## src/sv/sustained_note_table_macros.svh

```systemverilog
// Assertion helpers for the sustained note table
`ifndef SUSTAINED_NOTE_TABLE_MACROS_SVH
`define SUSTAINED_NOTE_TABLE_MACROS_SVH

// clocked check, held off during reset
`define SNT_ASSERT(lbl, prop, msg) \
  lbl: assert property (@(posedge clk) disable iff (rst) prop) else $error(msg);

// implication shorthand
`define SNT_IMPLIES(lbl, ante, cons, msg) \
  `SNT_ASSERT(lbl, (ante) |-> (cons), msg)

`endif

```

## src/sv/snt_pkg.sv

```systemverilog
`timescale 1ns / 1ps
`default_nettype none
// ----------------------------------------------------------------------------
// snt_pkg
// Shared codes and controller/datapath types for the sustained note table.
// ----------------------------------------------------------------------------
package snt_pkg;

  localparam logic [2:0] CMD_ADD     = 3'd0;
  localparam logic [2:0] CMD_ADVANCE = 3'd1;
  localparam logic [2:0] CMD_REMOVE  = 3'd2;
  localparam logic [2:0] CMD_CLEAR   = 3'd3;
  localparam logic [2:0] CMD_QUERY   = 3'd4;

  localparam logic [16:0] ONE_SECOND = 17'd65536;
  localparam logic [15:0] THRESH_RESET = 16'd66;

  localparam logic RD_IDX  = 1'b0;
  localparam logic RD_LAST = 1'b1;

  localparam logic [2:0] WR_NONE   = 3'd0;
  localparam logic [2:0] WR_APPEND = 3'd1;
  localparam logic [2:0] WR_SETT   = 3'd2;
  localparam logic [2:0] WR_KEEP   = 3'd3;
  localparam logic [2:0] WR_MOVE   = 3'd4;
  localparam logic [2:0] WR_WB     = 3'd5;

  typedef struct packed {
    logic       accept;
    logic       rd_en;
    logic       rd_sel;
    logic [2:0] wr_op;
    logic       idx_inc;
    logic       cnt_dec;
    logic       save_tmp;
    logic       ovf_set;
    logic       scan_init;
    logic       soon_upd;
    logic       ld_rem;
    logic       ld_sum;
  } ctl_cmd_t;

  typedef struct packed {
    logic at_cnt;
    logic at_end;
    logic match;
    logic gone;
    logic full;
    logic out_free;
  } ctl_sts_t;

endpackage
`default_nettype wire

```

## src/sv/snt_if.sv

```systemverilog
`timescale 1ns / 1ps
`default_nettype none
// ----------------------------------------------------------------------------
// snt_req_if / snt_rsp_if
// Command and result channels, valid/ready transfer.
// ----------------------------------------------------------------------------
interface snt_req_if;
  logic        valid;
  logic        ready;
  logic [2:0]  cmd;
  logic [3:0]  in_chan;
  logic [7:0]  in_note;
  logic [23:0] duration;
  logic [23:0] elapsed;
  logic [15:0] drop_mask;
  modport source (output valid, cmd, in_chan, in_note, duration, elapsed, drop_mask,
                  input ready);
  modport sink (input valid, cmd, in_chan, in_note, duration, elapsed, drop_mask,
                output ready);
endinterface

interface snt_rsp_if;
  logic        valid;
  logic        ready;
  logic        is_summary;
  logic [3:0]  out_chan;
  logic [7:0]  out_note;
  logic [23:0] out_remaining;
  logic [16:0] soonest;
  logic [5:0]  held_count;
  logic        overflow;
  logic        last;
  modport source (output valid, is_summary, out_chan, out_note, out_remaining, soonest,
                  held_count, overflow, last, input ready);
  modport sink (input valid, is_summary, out_chan, out_note, out_remaining, soonest,
                held_count, overflow, last, output ready);
endinterface
`default_nettype wire

```

## src/sv/sustained_note_table.sv

```systemverilog
`timescale 1ns / 1ps
`default_nettype none
// Sequence: an input transfer leads to the summary after the compare or eviction scan, a
//   scan of the K kept notes, and emission of the R removed notes in slot order; output
//   stalls hold the sequence.
// Commands are taken one at a time; the next command is taken the cycle after the summary
//   is loaded.
// Reset (rst, synchronous): table empty, threshold 66, no pending result; no clearing pass.
// ----------------------------------------------------------------------------
// sustained_note_table
// Held-note table with add, advance, remove-by-channel, clear and query.
// ----------------------------------------------------------------------------
`include "sustained_note_table_macros.svh"

module sustained_note_table #(
  parameter int DEPTH = 32
) (
  input  wire logic        clk,
  input  wire logic        rst,
  input  wire logic        psel,
  input  wire logic        penable,
  input  wire logic        pwrite,
  input  wire logic [2:0]  paddr,
  input  wire logic [31:0] pwdata,
  output logic [31:0]      prdata,
  output logic             pready,
  snt_req_if.sink          req,
  snt_rsp_if.source        rsp
);

  logic [15:0]       thresh;
  snt_pkg::ctl_cmd_t ctl;
  snt_pkg::ctl_sts_t sts;

  assign pready = 1'b1;
  assign prdata = (paddr[2] == 1'b0) ? {16'd0, thresh} : 32'd0;

  always_ff @(posedge clk) begin
    if (rst) begin
      thresh <= snt_pkg::THRESH_RESET;
    end else if (psel && penable && pwrite && (paddr[2] == 1'b0)) begin
      thresh <= pwdata[15:0];
    end
  end

  snt_ctrl u_ctrl (
    .clk       (clk),
    .rst       (rst),
    .req_valid (req.valid),
    .req_cmd   (req.cmd),
    .req_ready (req.ready),
    .sts       (sts),
    .ctl       (ctl)
  );

  snt_dp #(.DEPTH(DEPTH)) u_dp (
    .clk    (clk),
    .rst    (rst),
    .ctl    (ctl),
    .sts    (sts),
    .thresh (thresh),
    .req    (req),
    .rsp    (rsp)
  );

  `SNT_IMPLIES(a_held_le_depth, rsp.valid && rsp.is_summary, rsp.held_count <= DEPTH, "held count above depth")
  `SNT_IMPLIES(a_ovf_summary, rsp.valid && rsp.overflow, rsp.is_summary, "overflow on removed note")
  `SNT_IMPLIES(a_soon_cap, rsp.valid, rsp.soonest <= snt_pkg::ONE_SECOND, "soonest above cap")
  `SNT_IMPLIES(a_ready_idle, rsp.valid && !rsp.is_summary, !req.ready, "taking command mid-emit")

endmodule
`default_nettype wire

```

## src/sv/snt_ctrl.sv

```systemverilog
`timescale 1ns / 1ps
`default_nettype none
// ----------------------------------------------------------------------------
// snt_ctrl
// Command sequencer: table scan, swap eviction, min scan, result emission.
// ----------------------------------------------------------------------------
module snt_ctrl (
  input  wire logic              clk,
  input  wire logic              rst,
  input  wire logic              req_valid,
  input  wire logic [2:0]        req_cmd,
  output logic                   req_ready,
  input  wire snt_pkg::ctl_sts_t sts,
  output snt_pkg::ctl_cmd_t      ctl
);

  localparam logic [3:0] S_IDLE  = 4'd0;
  localparam logic [3:0] A_RD    = 4'd1;
  localparam logic [3:0] A_EX    = 4'd2;
  localparam logic [3:0] A_EMIT  = 4'd3;
  localparam logic [3:0] V_RD    = 4'd4;
  localparam logic [3:0] V_EX    = 4'd5;
  localparam logic [3:0] V_MV    = 4'd6;
  localparam logic [3:0] V_WB    = 4'd7;
  localparam logic [3:0] M_START = 4'd8;
  localparam logic [3:0] M_RD    = 4'd9;
  localparam logic [3:0] M_EX    = 4'd10;
  localparam logic [3:0] E_RD    = 4'd11;
  localparam logic [3:0] E_EX    = 4'd12;
  localparam logic [3:0] S_SUM   = 4'd13;

  logic [3:0] state, state_next;

  always_ff @(posedge clk) begin
    if (rst) begin
      state <= S_IDLE;
    end else begin
      state <= state_next;
    end
  end

  assign req_ready = (state == S_IDLE);

  always_comb begin
    ctl = '0;
    ctl.wr_op = snt_pkg::WR_NONE;
    ctl.rd_sel = snt_pkg::RD_IDX;
    state_next = state;
    unique case (state)
      S_IDLE: begin
        if (req_valid) begin
          ctl.accept = 1'b1;
          unique case (req_cmd) inside
            snt_pkg::CMD_ADD: state_next = A_RD;
            snt_pkg::CMD_ADVANCE, snt_pkg::CMD_REMOVE: state_next = V_RD;
            default: state_next = M_START;
          endcase
        end
      end
      A_RD: begin
        if (sts.at_cnt) begin
          if (sts.full) begin
            ctl.ovf_set = 1'b1;
          end else begin
            ctl.wr_op = snt_pkg::WR_APPEND;
          end
          state_next = M_START;
        end else begin
          ctl.rd_en = 1'b1;
          state_next = A_EX;
        end
      end
      A_EX: begin
        if (sts.match) begin
          state_next = A_EMIT;
        end else begin
          ctl.idx_inc = 1'b1;
          state_next = A_RD;
        end
      end
      A_EMIT: begin
        if (sts.out_free) begin
          ctl.ld_rem = 1'b1;
          ctl.wr_op = snt_pkg::WR_SETT;
          state_next = M_START;
        end
      end
      V_RD: begin
        if (sts.at_cnt) begin
          state_next = M_START;
        end else begin
          ctl.rd_en = 1'b1;
          state_next = V_EX;
        end
      end
      V_EX: begin
        if (sts.gone) begin
          ctl.save_tmp = 1'b1;
          ctl.cnt_dec = 1'b1;
          ctl.rd_en = 1'b1;
          ctl.rd_sel = snt_pkg::RD_LAST;
          state_next = V_MV;
        end else begin
          ctl.wr_op = snt_pkg::WR_KEEP;
          ctl.idx_inc = 1'b1;
          state_next = V_RD;
        end
      end
      V_MV: begin
        ctl.wr_op = snt_pkg::WR_MOVE;
        state_next = V_WB;
      end
      V_WB: begin
        ctl.wr_op = snt_pkg::WR_WB;
        state_next = V_RD;
      end
      M_START: begin
        ctl.scan_init = 1'b1;
        state_next = M_RD;
      end
      M_RD: begin
        if (sts.at_cnt) begin
          state_next = E_RD;
        end else begin
          ctl.rd_en = 1'b1;
          state_next = M_EX;
        end
      end
      M_EX: begin
        ctl.soon_upd = 1'b1;
        ctl.idx_inc = 1'b1;
        state_next = M_RD;
      end
      E_RD: begin
        if (sts.at_end) begin
          state_next = S_SUM;
        end else begin
          ctl.rd_en = 1'b1;
          state_next = E_EX;
        end
      end
      E_EX: begin
        if (sts.out_free) begin
          ctl.ld_rem = 1'b1;
          ctl.idx_inc = 1'b1;
          state_next = E_RD;
        end
      end
      S_SUM: begin
        if (sts.out_free) begin
          ctl.ld_sum = 1'b1;
          state_next = S_IDLE;
        end
      end
      default: state_next = S_IDLE;
    endcase
  end

endmodule
`default_nettype wire

```

## src/sv/snt_dp.sv

```systemverilog
`timescale 1ns / 1ps
`default_nettype none
// ----------------------------------------------------------------------------
// snt_dp
// Note table memory, counters, soonest tracker and result register.
// ----------------------------------------------------------------------------
module snt_dp #(
  parameter int DEPTH = 32
) (
  input  wire logic              clk,
  input  wire logic              rst,
  input  wire snt_pkg::ctl_cmd_t ctl,
  output snt_pkg::ctl_sts_t      sts,
  input  wire logic [15:0]       thresh,
  snt_req_if.sink                req,
  snt_rsp_if.source              rsp
);

  localparam int AW = (DEPTH > 1) ? $clog2(DEPTH) : 1;
  localparam int CW = $clog2(DEPTH + 1);

  logic [35:0]   mem [DEPTH];
  logic [35:0]   rdata;
  logic [CW-1:0] cnt, old_cnt, idx;
  logic [11:0]   key_l;
  logic [23:0]   dur_l, delta_l;
  logic [15:0]   mask_l;
  logic          is_adv;
  logic [11:0]   tmp_key;
  logic [23:0]   tmp_t;
  logic [16:0]   soon;
  logic          ovf;

  logic [11:0]   rkey;
  logic [23:0]   rtime, tsub, t_keep;
  logic          gone;
  logic [CW-1:0] cnt_m1;
  logic [AW-1:0] raddr, waddr;
  logic [35:0]   wdata;
  logic          we;
  logic          out_free;

  assign rkey   = rdata[35:24];
  assign rtime  = rdata[23:0];
  assign tsub   = (rtime > delta_l) ? (rtime - delta_l) : 24'd0;
  assign t_keep = is_adv ? tsub : rtime;
  assign gone   = is_adv ? (tsub <= {8'd0, thresh}) : mask_l[rkey[11:8]];
  assign cnt_m1 = cnt - CW'(1);
  assign raddr  = (ctl.rd_sel == snt_pkg::RD_LAST) ? cnt_m1[AW-1:0] : idx[AW-1:0];
  assign out_free = !rsp.valid || rsp.ready;

  always_comb begin
    we = 1'b1;
    waddr = idx[AW-1:0];
    wdata = rdata;
    case (ctl.wr_op)
      snt_pkg::WR_APPEND: begin
        waddr = cnt[AW-1:0];
        wdata = {key_l, dur_l};
      end
      snt_pkg::WR_SETT: wdata = {rkey, dur_l};
      snt_pkg::WR_KEEP: wdata = {rkey, t_keep};
      snt_pkg::WR_MOVE: wdata = rdata;
      snt_pkg::WR_WB: begin
        waddr = cnt[AW-1:0];
        wdata = {tmp_key, tmp_t};
      end
      default: we = 1'b0;
    endcase
  end

  always_ff @(posedge clk) begin
    if (we) begin
      mem[waddr] <= wdata;
    end
    if (ctl.rd_en) begin
      rdata <= mem[raddr];
    end
  end

  always_ff @(posedge clk) begin
    if (rst) begin
      cnt <= '0;
      old_cnt <= '0;
      idx <= '0;
      ovf <= 1'b0;
    end else begin
      if (ctl.accept) begin
        idx <= '0;
        ovf <= 1'b0;
        if (req.cmd == snt_pkg::CMD_CLEAR) begin
          cnt <= '0;
          old_cnt <= '0;
        end else begin
          old_cnt <= cnt;
        end
      end
      if (ctl.wr_op == snt_pkg::WR_APPEND) begin
        cnt <= cnt + CW'(1);
      end
      if (ctl.cnt_dec) begin
        cnt <= cnt_m1;
      end
      if (ctl.ovf_set) begin
        ovf <= 1'b1;
      end
      if (ctl.scan_init) begin
        idx <= '0;
      end
      if (ctl.idx_inc) begin
        idx <= idx + CW'(1);
      end
    end
  end

  always_ff @(posedge clk) begin
    if (ctl.accept) begin
      key_l   <= {req.in_chan, req.in_note};
      dur_l   <= req.duration;
      delta_l <= req.elapsed;
      mask_l  <= req.drop_mask;
      is_adv  <= (req.cmd == snt_pkg::CMD_ADVANCE);
    end
    if (ctl.save_tmp) begin
      tmp_key <= rkey;
      tmp_t   <= t_keep;
    end
    if (ctl.scan_init) begin
      soon <= snt_pkg::ONE_SECOND;
    end else if (ctl.soon_upd && (rtime < {7'd0, soon})) begin
      soon <= rtime[16:0];
    end
  end

  always_ff @(posedge clk) begin
    if (rst) begin
      rsp.valid <= 1'b0;
    end else if (ctl.ld_rem || ctl.ld_sum) begin
      rsp.valid <= 1'b1;
    end else if (rsp.ready) begin
      rsp.valid <= 1'b0;
    end
  end

  always_ff @(posedge clk) begin
    if (ctl.ld_rem) begin
      rsp.is_summary    <= 1'b0;
      rsp.out_chan      <= rkey[11:8];
      rsp.out_note      <= rkey[7:0];
      rsp.out_remaining <= rtime;
      rsp.soonest       <= '0;
      rsp.held_count    <= '0;
      rsp.overflow      <= 1'b0;
      rsp.last          <= 1'b0;
    end else if (ctl.ld_sum) begin
      rsp.is_summary    <= 1'b1;
      rsp.out_chan      <= '0;
      rsp.out_note      <= '0;
      rsp.out_remaining <= '0;
      rsp.soonest       <= soon;
      rsp.held_count    <= 6'(cnt);
      rsp.overflow      <= ovf;
      rsp.last          <= 1'b1;
    end
  end

  assign sts.at_cnt   = (idx == cnt);
  assign sts.at_end   = (idx >= old_cnt);
  assign sts.match    = (rkey == key_l);
  assign sts.gone     = gone;
  assign sts.full     = (cnt == CW'(DEPTH));
  assign sts.out_free = out_free;

endmodule
`default_nettype wire

```

## src/flat_wrapper.sv

```systemverilog
// flat-port wrapper written by rule: the top's interface ports become plain ports
module sustained_note_table_flat 
#(
  parameter int DEPTH = 32
)
  (clk, rst, psel, penable, pwrite, paddr, pwdata, prdata, pready, req_valid, req_cmd, req_in_chan, req_in_note, req_duration, req_elapsed, req_drop_mask, req_ready, rsp_valid, rsp_is_summary, rsp_out_chan, rsp_out_note, rsp_out_remaining, rsp_soonest, rsp_held_count, rsp_overflow, rsp_last, rsp_ready);
  snt_req_if req_i ();
  snt_rsp_if rsp_i ();
  input  wire logic clk;
  input  wire logic rst;
  input  wire logic psel;
  input  wire logic penable;
  input  wire logic pwrite;
  input  wire logic [2:0] paddr;
  input  wire logic [31:0] pwdata;
  output logic [31:0] prdata;
  output logic pready;
  input wire logic [$bits(req_i.valid)-1:0] req_valid;
  input wire logic [$bits(req_i.cmd)-1:0] req_cmd;
  input wire logic [$bits(req_i.in_chan)-1:0] req_in_chan;
  input wire logic [$bits(req_i.in_note)-1:0] req_in_note;
  input wire logic [$bits(req_i.duration)-1:0] req_duration;
  input wire logic [$bits(req_i.elapsed)-1:0] req_elapsed;
  input wire logic [$bits(req_i.drop_mask)-1:0] req_drop_mask;
  output wire logic [$bits(req_i.ready)-1:0] req_ready;
  output wire logic [$bits(rsp_i.valid)-1:0] rsp_valid;
  output wire logic [$bits(rsp_i.is_summary)-1:0] rsp_is_summary;
  output wire logic [$bits(rsp_i.out_chan)-1:0] rsp_out_chan;
  output wire logic [$bits(rsp_i.out_note)-1:0] rsp_out_note;
  output wire logic [$bits(rsp_i.out_remaining)-1:0] rsp_out_remaining;
  output wire logic [$bits(rsp_i.soonest)-1:0] rsp_soonest;
  output wire logic [$bits(rsp_i.held_count)-1:0] rsp_held_count;
  output wire logic [$bits(rsp_i.overflow)-1:0] rsp_overflow;
  output wire logic [$bits(rsp_i.last)-1:0] rsp_last;
  input wire logic [$bits(rsp_i.ready)-1:0] rsp_ready;
  assign req_i.valid = req_valid;
  assign req_i.cmd = req_cmd;
  assign req_i.in_chan = req_in_chan;
  assign req_i.in_note = req_in_note;
  assign req_i.duration = req_duration;
  assign req_i.elapsed = req_elapsed;
  assign req_i.drop_mask = req_drop_mask;
  assign req_ready = req_i.ready;
  assign rsp_valid = rsp_i.valid;
  assign rsp_is_summary = rsp_i.is_summary;
  assign rsp_out_chan = rsp_i.out_chan;
  assign rsp_out_note = rsp_i.out_note;
  assign rsp_out_remaining = rsp_i.out_remaining;
  assign rsp_soonest = rsp_i.soonest;
  assign rsp_held_count = rsp_i.held_count;
  assign rsp_overflow = rsp_i.overflow;
  assign rsp_last = rsp_i.last;
  assign rsp_i.ready = rsp_ready;
  sustained_note_table #(.DEPTH(DEPTH)) u_core (.clk(clk), .rst(rst), .psel(psel), .penable(penable), .pwrite(pwrite), .paddr(paddr), .pwdata(pwdata), .prdata(prdata), .pready(pready), .req(req_i), .rsp(rsp_i));
endmodule
```

## config.mk

```make
export PLATFORM = sky130hd
export DESIGN_NAME = sustained_note_table_flat
export DESIGN_NICKNAME = d
export VERILOG_FILES = /design/src/sv/snt_pkg.sv /design/src/sv/snt_if.sv /design/src/sv/sustained_note_table.sv /design/src/sv/snt_ctrl.sv /design/src/sv/snt_dp.sv /design/src/flat_wrapper.sv
export VERILOG_INCLUDE_DIRS = /design/src /design/src/sv
export SDC_FILE = /design/constraint.sdc
export NUM_CORES = 2
export LEC_CHECK = 0
export BUFFER_PORTS_ARGS = -buffer_cell sky130_fd_sc_hd__buf_2
export CORE_MARGIN = 8
export CORE_UTILIZATION = 48
export CTS_CLUSTER_SIZE = 20
export DETAILED_ROUTE_END_ITERATION = 8
export GPL_TIMING_DRIVEN = 0
export SYNTH_ARGS = -nofsm -noshare
export SYNTH_HDL_FRONTEND = slang
export SYNTH_SLANG_ARGS = --single-unit
```

## constraint.sdc

```tcl
create_clock -name clk -period 7.59 [get_ports clk]
set_clock_uncertainty 0.15 [all_clocks]
set_input_delay 1.518 -clock clk [delete_from_list [all_inputs] [get_ports clk]]
set_output_delay 1.518 -clock clk [all_outputs]
set_load 0.02 [all_outputs]
```

After elaboration in Yosys (flattened, before gate mapping)
Memory sizes are Yosys's and may differ from the RTL's. A register that Yosys moved wholly into a read port is not among the register bits.
Index checks and enable logic that the tools add are counted.

storage, ports and cells
  bits in registers = 231
  RAM bits = 1152
  bits of input ports = 121
  word-level logic and storage cells = 146
  memories kept = 1

memory list
  memory           words  bits a word  read ports  clocked after memory_dff  write ports  line          text
  u_core.u_dp.mem  32     36           1           1                         1            snt_dp.sv:22  logic [35:0] mem [DEPTH];

cells by class
  add/subtract/negate cells = 4
  $lt $le $gt $ge = 5
  equal/unequal tests = 28
  muxes and demuxes = 64
  bitwise operators = 1
  reductions and logical operators = 21

operators by type and width
  cell                                            number
  one-hot mux 36 bit (4 select lines)             1
  2-to-1 mux 24 bit                               4
  one-hot mux 4 bit (13 select lines)             1
  2-to-1 mux 6 bit                                7
  2-to-1 mux 4 bit                                8
  2-to-1 mux 1 bit                                27
  == test 4 bit (second input constant)           6
  greater-than comparator 24 bit                  1
  <= comparator 24 x 16 -> 1 bit                  1
  less-than comparator 24 x 17 -> 1 bit           1
  subtractor 24 bit                               1
  == test 4 x 3 -> 1 bit (second input constant)  4
  2-to-1 mux 16 bit                               1
  2-to-1 mux 8 bit                                2
  one-hot mux 3 bit (5 select lines)              1
  adder 6 x 1 -> 6 bit (second input constant)    2
  == test 12 bit                                  1
  == test 3 x 2 -> 1 bit (second input constant)  4
  2-to-1 mux 2 bit                                5
  2-to-1 mux 5 bit                                2
  == test 4 x 2 -> 1 bit (second input constant)  2
  != test 2 bit (second input constant)           4
  one-hot mux 4 bit (2 select lines)              1
  OR reduction 2 bit                              4
  23 further kinds                                32

Longest topological paths before layout
  word-level depth = 11
  mapped depth = 29
  depth with buffers taken out = 24

Worst setup path after synthesis
OpenSTA, ideal clock, no wires.

  path type = register to register
  start point = register u_core.u_dp.rdata[13], read port of u_core.u_dp.mem
  end point = register u_core.u_dp.rdata[0], read port of u_core.u_dp.mem, enable pin
  arrival time = 6.297 ns
  data required time = 7.039 ns
  path slack = 0.743 ns
  cell stages (with the launch flop) = 21
  buffers on the path = 4
  period minus slack after synthesis = 6.847 ns
  cell sequence = edfxtp_1 ha_1 buf_2 a21oi_1 o21ai_0 a21oi_1 a21o_1 a21oi_1 clkbuf_1 and2_1 ha_1 a21o_1 a21o_1 a211oi_1 a21oi_1 nor3_1 a41oi_4 nor2_8 buf_6 clkbuf_1 a311o_1

RTL lines
  element          line          text
  start, declared  snt_dp.sv:23  logic [35:0] rdata;

Worst setup path after layout
  start point = register u_core.u_dp.rdata[5], read port of u_core.u_dp.mem
  end point = register u_core.u_dp.rdata[34], read port of u_core.u_dp.mem, data pin

on the way
  word-level cells in the longest chain between the ends = 7
  elaborated cells on any way between the ends = 9
  classes of those cells = 1 x add/sub; 2 x order compare; 6 x mux

RTL lines
  element                                                              line            text
  subtractor 24 bit or greater-than comparator 24 bit (tied branches)  snt_dp.sv:45    assign tsub = (rtime > delta_l) ? (rtime - delta_l) : 24'd0;
  2-to-1 mux 24 bit *                                                  snt_dp.sv:45
  <= comparator 24 x 16 -> 1 bit *                                     snt_dp.sv:47    assign gone = is_adv ? (tsub <= {8'd0, thresh}) : mask_l[rkey[11:8]];
  2-to-1 mux 1 bit *                                                   snt_dp.sv:47
  2-to-1 mux 2 bit *                                                   snt_ctrl.sv:97  if (sts.gone) begin
  2-to-1 mux 1 bit                                                     snt_ctrl.sv:49  unique case (state)
  2-to-1 mux 5 bit                                                     snt_dp.sv:49    assign raddr = (ctl.rd_sel == snt_pkg::RD_LAST) ? cnt_m1[AW-1:0] : idx[AW-1:0];

Mark *: on every way between the ends. The rest lies on a longest branch, timed or not.
A chain may end at the register's enable or synchronous reset.

==> impl_metrics.toml <==
[run_status]
status = "completed"

[floorplanning]
core_area_um2 = 122000
pin_count = 218
rows = 128
start_util = 0.483
dieArea_um2 = 134000
die_h_um = 366
die_x_um = 366

[layout]
drive_above_1_share = 0.166
multi_input_comb_area_um2 = 16100
final_net_count = 5141
seqCellArea_um2 = 41800
fin_util = 0.562
fill_cells = 9862
syn_to_final_growth_pct = 16.3

[yosys]
synth_ff_type = "edfxtp_1"
synthCells = 4535
synth_edf_count = 1337
ys_types = 88
ys_async_sr_fraction = 0
ys_ff_latch = 1419
syn_area_um2 = 58900
synth_top_area_share = 0.681
yosysWarnings = 0
synth_top_cell_by_area = "edfxtp_1"
synth_area_leaders = "edfxtp_1 68%, nand2_1 6.7%, nand3_1 3.5%"
post_synth.cell_area_avg_um2 = 13.0
ys_seq_area_frac = 0.709

[global_route]
met2_usage = 0.399
grtUsageMet3 = 0.0506
grt_pass1_vias = 37100
grt.busiest_layer = "met2"
grt_util_met1 = 0.319
grt_overflow = 0
grtUsageTotal = 0.240
grt_max_degree = 56
antenna_found_initial = 2
grt_pass1_wl_um = 243000

[run]
maxCapViolCount = 0

[critical_path]
required_ns = 7.93
start_kind = "flop"
rrSetupSlack_ns = 0.18
critPathArrivalTime_ns = 7.75
cp-end-kind = "flop"
cp_max_fo = 10
path_class = "flop to flop"

[routing]
drc = 0
wl_per_cell_um = 25.2
wirelength_um = 169000
postRouteAntennaNets = 0
vias = 38200
drt-vias-per-instance = 5.71
first_pass_iters = 5
drt_iter0_markers = 4059

[timing]
max_freq_mhz = 135
final-hold-violation-count = 0
final-setup-viol-count = 0
slew_headroom = 0.0783
fin_crit_sh = 0.976
fin_crit_ns = 7.41
rsz0062_at_grt = "yes"
slew_violations = 0
worstMarginPinSlew_ns = 1.36

[hold_path]
hold_path_class = "flop to flop"

[placement]
portBuffers = 181
gp_congestion = 0.886
dpl.hpwl_um = 117000

[cts]
cts_hold_buf = 0
clock_latency_ns = 0.75
clkSlewWorstSetupHoldPaths_ns = 0.06
clockBufferDepth = 3
h-tree-depth = 4
cts_buffers = 148
cts_tree = "built"
cts.sinks = 1419
root_buffer = "clkbuf_16"

[power]
p_sw_mw = 4.31
clock_power_share = 0.396
power_density_nw_per_um2 = 260
intPower_mw = 13.5
combPwrFrac = 0.096
p_seq_frac = 0.508
irDropWorstVdd_uv = 197
fin_total_pwr_mw = 17.8
p_leak_nw = 23.5
swShare = 0.242
## Yosys cell counts, types with 4 or more instances
master and number:
a22oi_1 43, o31ai_1 7, mux4_2 5, a221oi_1 4, buf_2 129, a21oi_1 169
nand3_1 412, nor3_1 26, or3_1 7, buf_6 18, nor4_2 36, nor3b_1 21
xnor2_1 15, a2bb2oi_1 36, nand2b_1 16, and4_1 4, a21o_1 19, a31oi_1 10
edfxtp_1 1337, mux2i_1 100, clkbuf_1 94, buf_8 4, nor2_1 232, nor2b_1 13
o2111ai_1 35, a32oi_1 38, mux2_2 57, o21ai_0 64, xor2_1 26, inv_1 80
a211oi_1 6, buf_4 28, dfxtp_1 82, nor4_1 13, nand4_1 89, nand2_1 1048
and2_1 48, nand4b_1 4, o21a_1 8, buf_1 4, and3_1 9, o211ai_1 8
ha_1 65
## cell type report
type,instances,share of cell area
clock buffers,183,0.0572
multi-input cells,2778,0.235
well taps,1625,0.0297
repair buffers,246,0.0305
diodes,3,0.000110
clock inverters,81,0.0108
plain buffers,279,0.0225
flip-flops and latches,1419,0.610
inverters,82,0.00453
## power by group through the flow
| stage | clock, mW | combinational [mW] | sequential, mW |
|---|---|---|---|
| after global placement | 0 | 1.51 | 9.25 |
| after CTS | 7.14 | 1.65 | 9.06 |
| after detailed placement | 0 | 1.64 | 9.22 |
| after global routing | 7.44 | 1.85 | 9.06 |
| final | 7.05 | 1.71 | 9.05 |
| after floorplan | 0 | 0.934 | 9.20 |
## sequential cells by signal, indices dropped and copies added (netlist names), 8 cells and up
| register | count |
|---|---|
| u_core.u_dp.delta_l | 24 |
| u_core.u_dp.mem | 1152 |
| u_core.u_dp.rdata | 36 |
| u_core.u_dp.tmp_t | 24 |
| u_core.u_dp.rsp.soonest | 17 |
| u_core.u_dp.soon | 17 |
| u_core.u_dp.rsp.out_remaining | 24 |
| u_core.u_dp.key_l | 12 |
| u_core.u_dp.rsp.out_note | 8 |
| u_core.u_dp.dur_l | 24 |
| u_core.thresh | 16 |
| u_core.u_dp.tmp_key | 12 |
| u_core.u_dp.mask_l | 16 |
## per-stage QoR
stage	setup TNS [ns]	area (um^2)	hold WS, ns	cells	setup slack [ns]
floorplan	0	59000	0.271	4550	0.743
global placement	-2854.10	61900	0.281	6356	-2.19
detailed placement	-65.05	63400	0.282	6410	-0.435
CTS	0	68100	0.301	6674	0.0182
global route	-0.350	68500	0.313	6693	-0.0719
finish	0	68500	0.300	6696	0.183
## what timing repair did
item | 4_1_cts | 5_1_grt
cloned | 0 | 8
endpoints found under the setup margin | 386 | 724
pin swaps | 0 | 16
hold endpoints to repair | 0 | 0
gates resized for setup | 7 | 44
buffers inserted | 0 | 11
## routing by layer
layer | wire [um] | part of all wire | up-vias
li1 | - | - | 17500
met1 | 69300 | 0.41 | 18900
met2 | 80500 | 0.48 | 1613
met3 | 14500 | 0.086 | 235
met4 | 4690 | 0.028 | 0
met5 | 0 | 0 | -
## placed cells by master (no fill, tap or decap), drive strengths merged, types with 43 or more instances in the layout
cell       n
edfxtp  1337
nand2   1049
buf      423
nand3    412
clkbuf   285
nor2     237
a21oi    176
mux2i    102
inv       90
nand4     89
dfxtp     82
o21ai     70
ha        65
mux2      57
clkinv    53
nor4      49
and2      48
a22oi     43
## worst paths after layout
check                               endpoint                        from  depth (start not counted)
setup / recovery       u_core.u_dp.rdata[34]        u_core.u_dp.rdata[5]                         24
hold / removal    u_core.u_dp.rsp.soonest[6]  u_core.u_dp.rsp.soonest[6]                          2
setup reg to reg       u_core.u_dp.rdata[34]        u_core.u_dp.rdata[5]                         24
hold reg to reg   u_core.u_dp.rsp.soonest[6]  u_core.u_dp.rsp.soonest[6]                          2
## cell families (layout without fill, tap and decap cells)
kind of cell,after synthesis,count (layout),synth area share
XOR/XNOR,42,42,0.00637
adder cells (fa/ha/maj),66,66,0.0141
AO/OA/AOI/OAI,485,491,0.0554
other,2,20,0.000127
buffers and inverters,361,871,0.0309
flip-flops,1419,1419,0.709
multiplexers,164,164,0.0303
AND/OR/NAND/NOR,1996,1998,0.154
## critical path: stages, from the launching register on
cell and delay (ns):
edfxtp_1 0.61, ha_2 0.50, a21oi_1 0.08, o21ai_0 0.30, o21bai_1 0.18, a21o_1 0.21, a21oi_2 0.30, clkbuf_2 0.30
and2_1 0.24, ha_1 0.27, a21o_1 0.19, a21o_1 0.19, a211oi_1 0.23, a21oi_1 0.17, nor3_1 0.28, a41oi_4 0.25
or3_1 0.43, and2_2 0.29, buf_6 0.18, buf_12 0.16, buf_8 0.17, mux2i_1 0.28, a32oi_2 0.40, nand4_1 0.33
nor4_4 0.41
(Power assumes the default switching activity.)
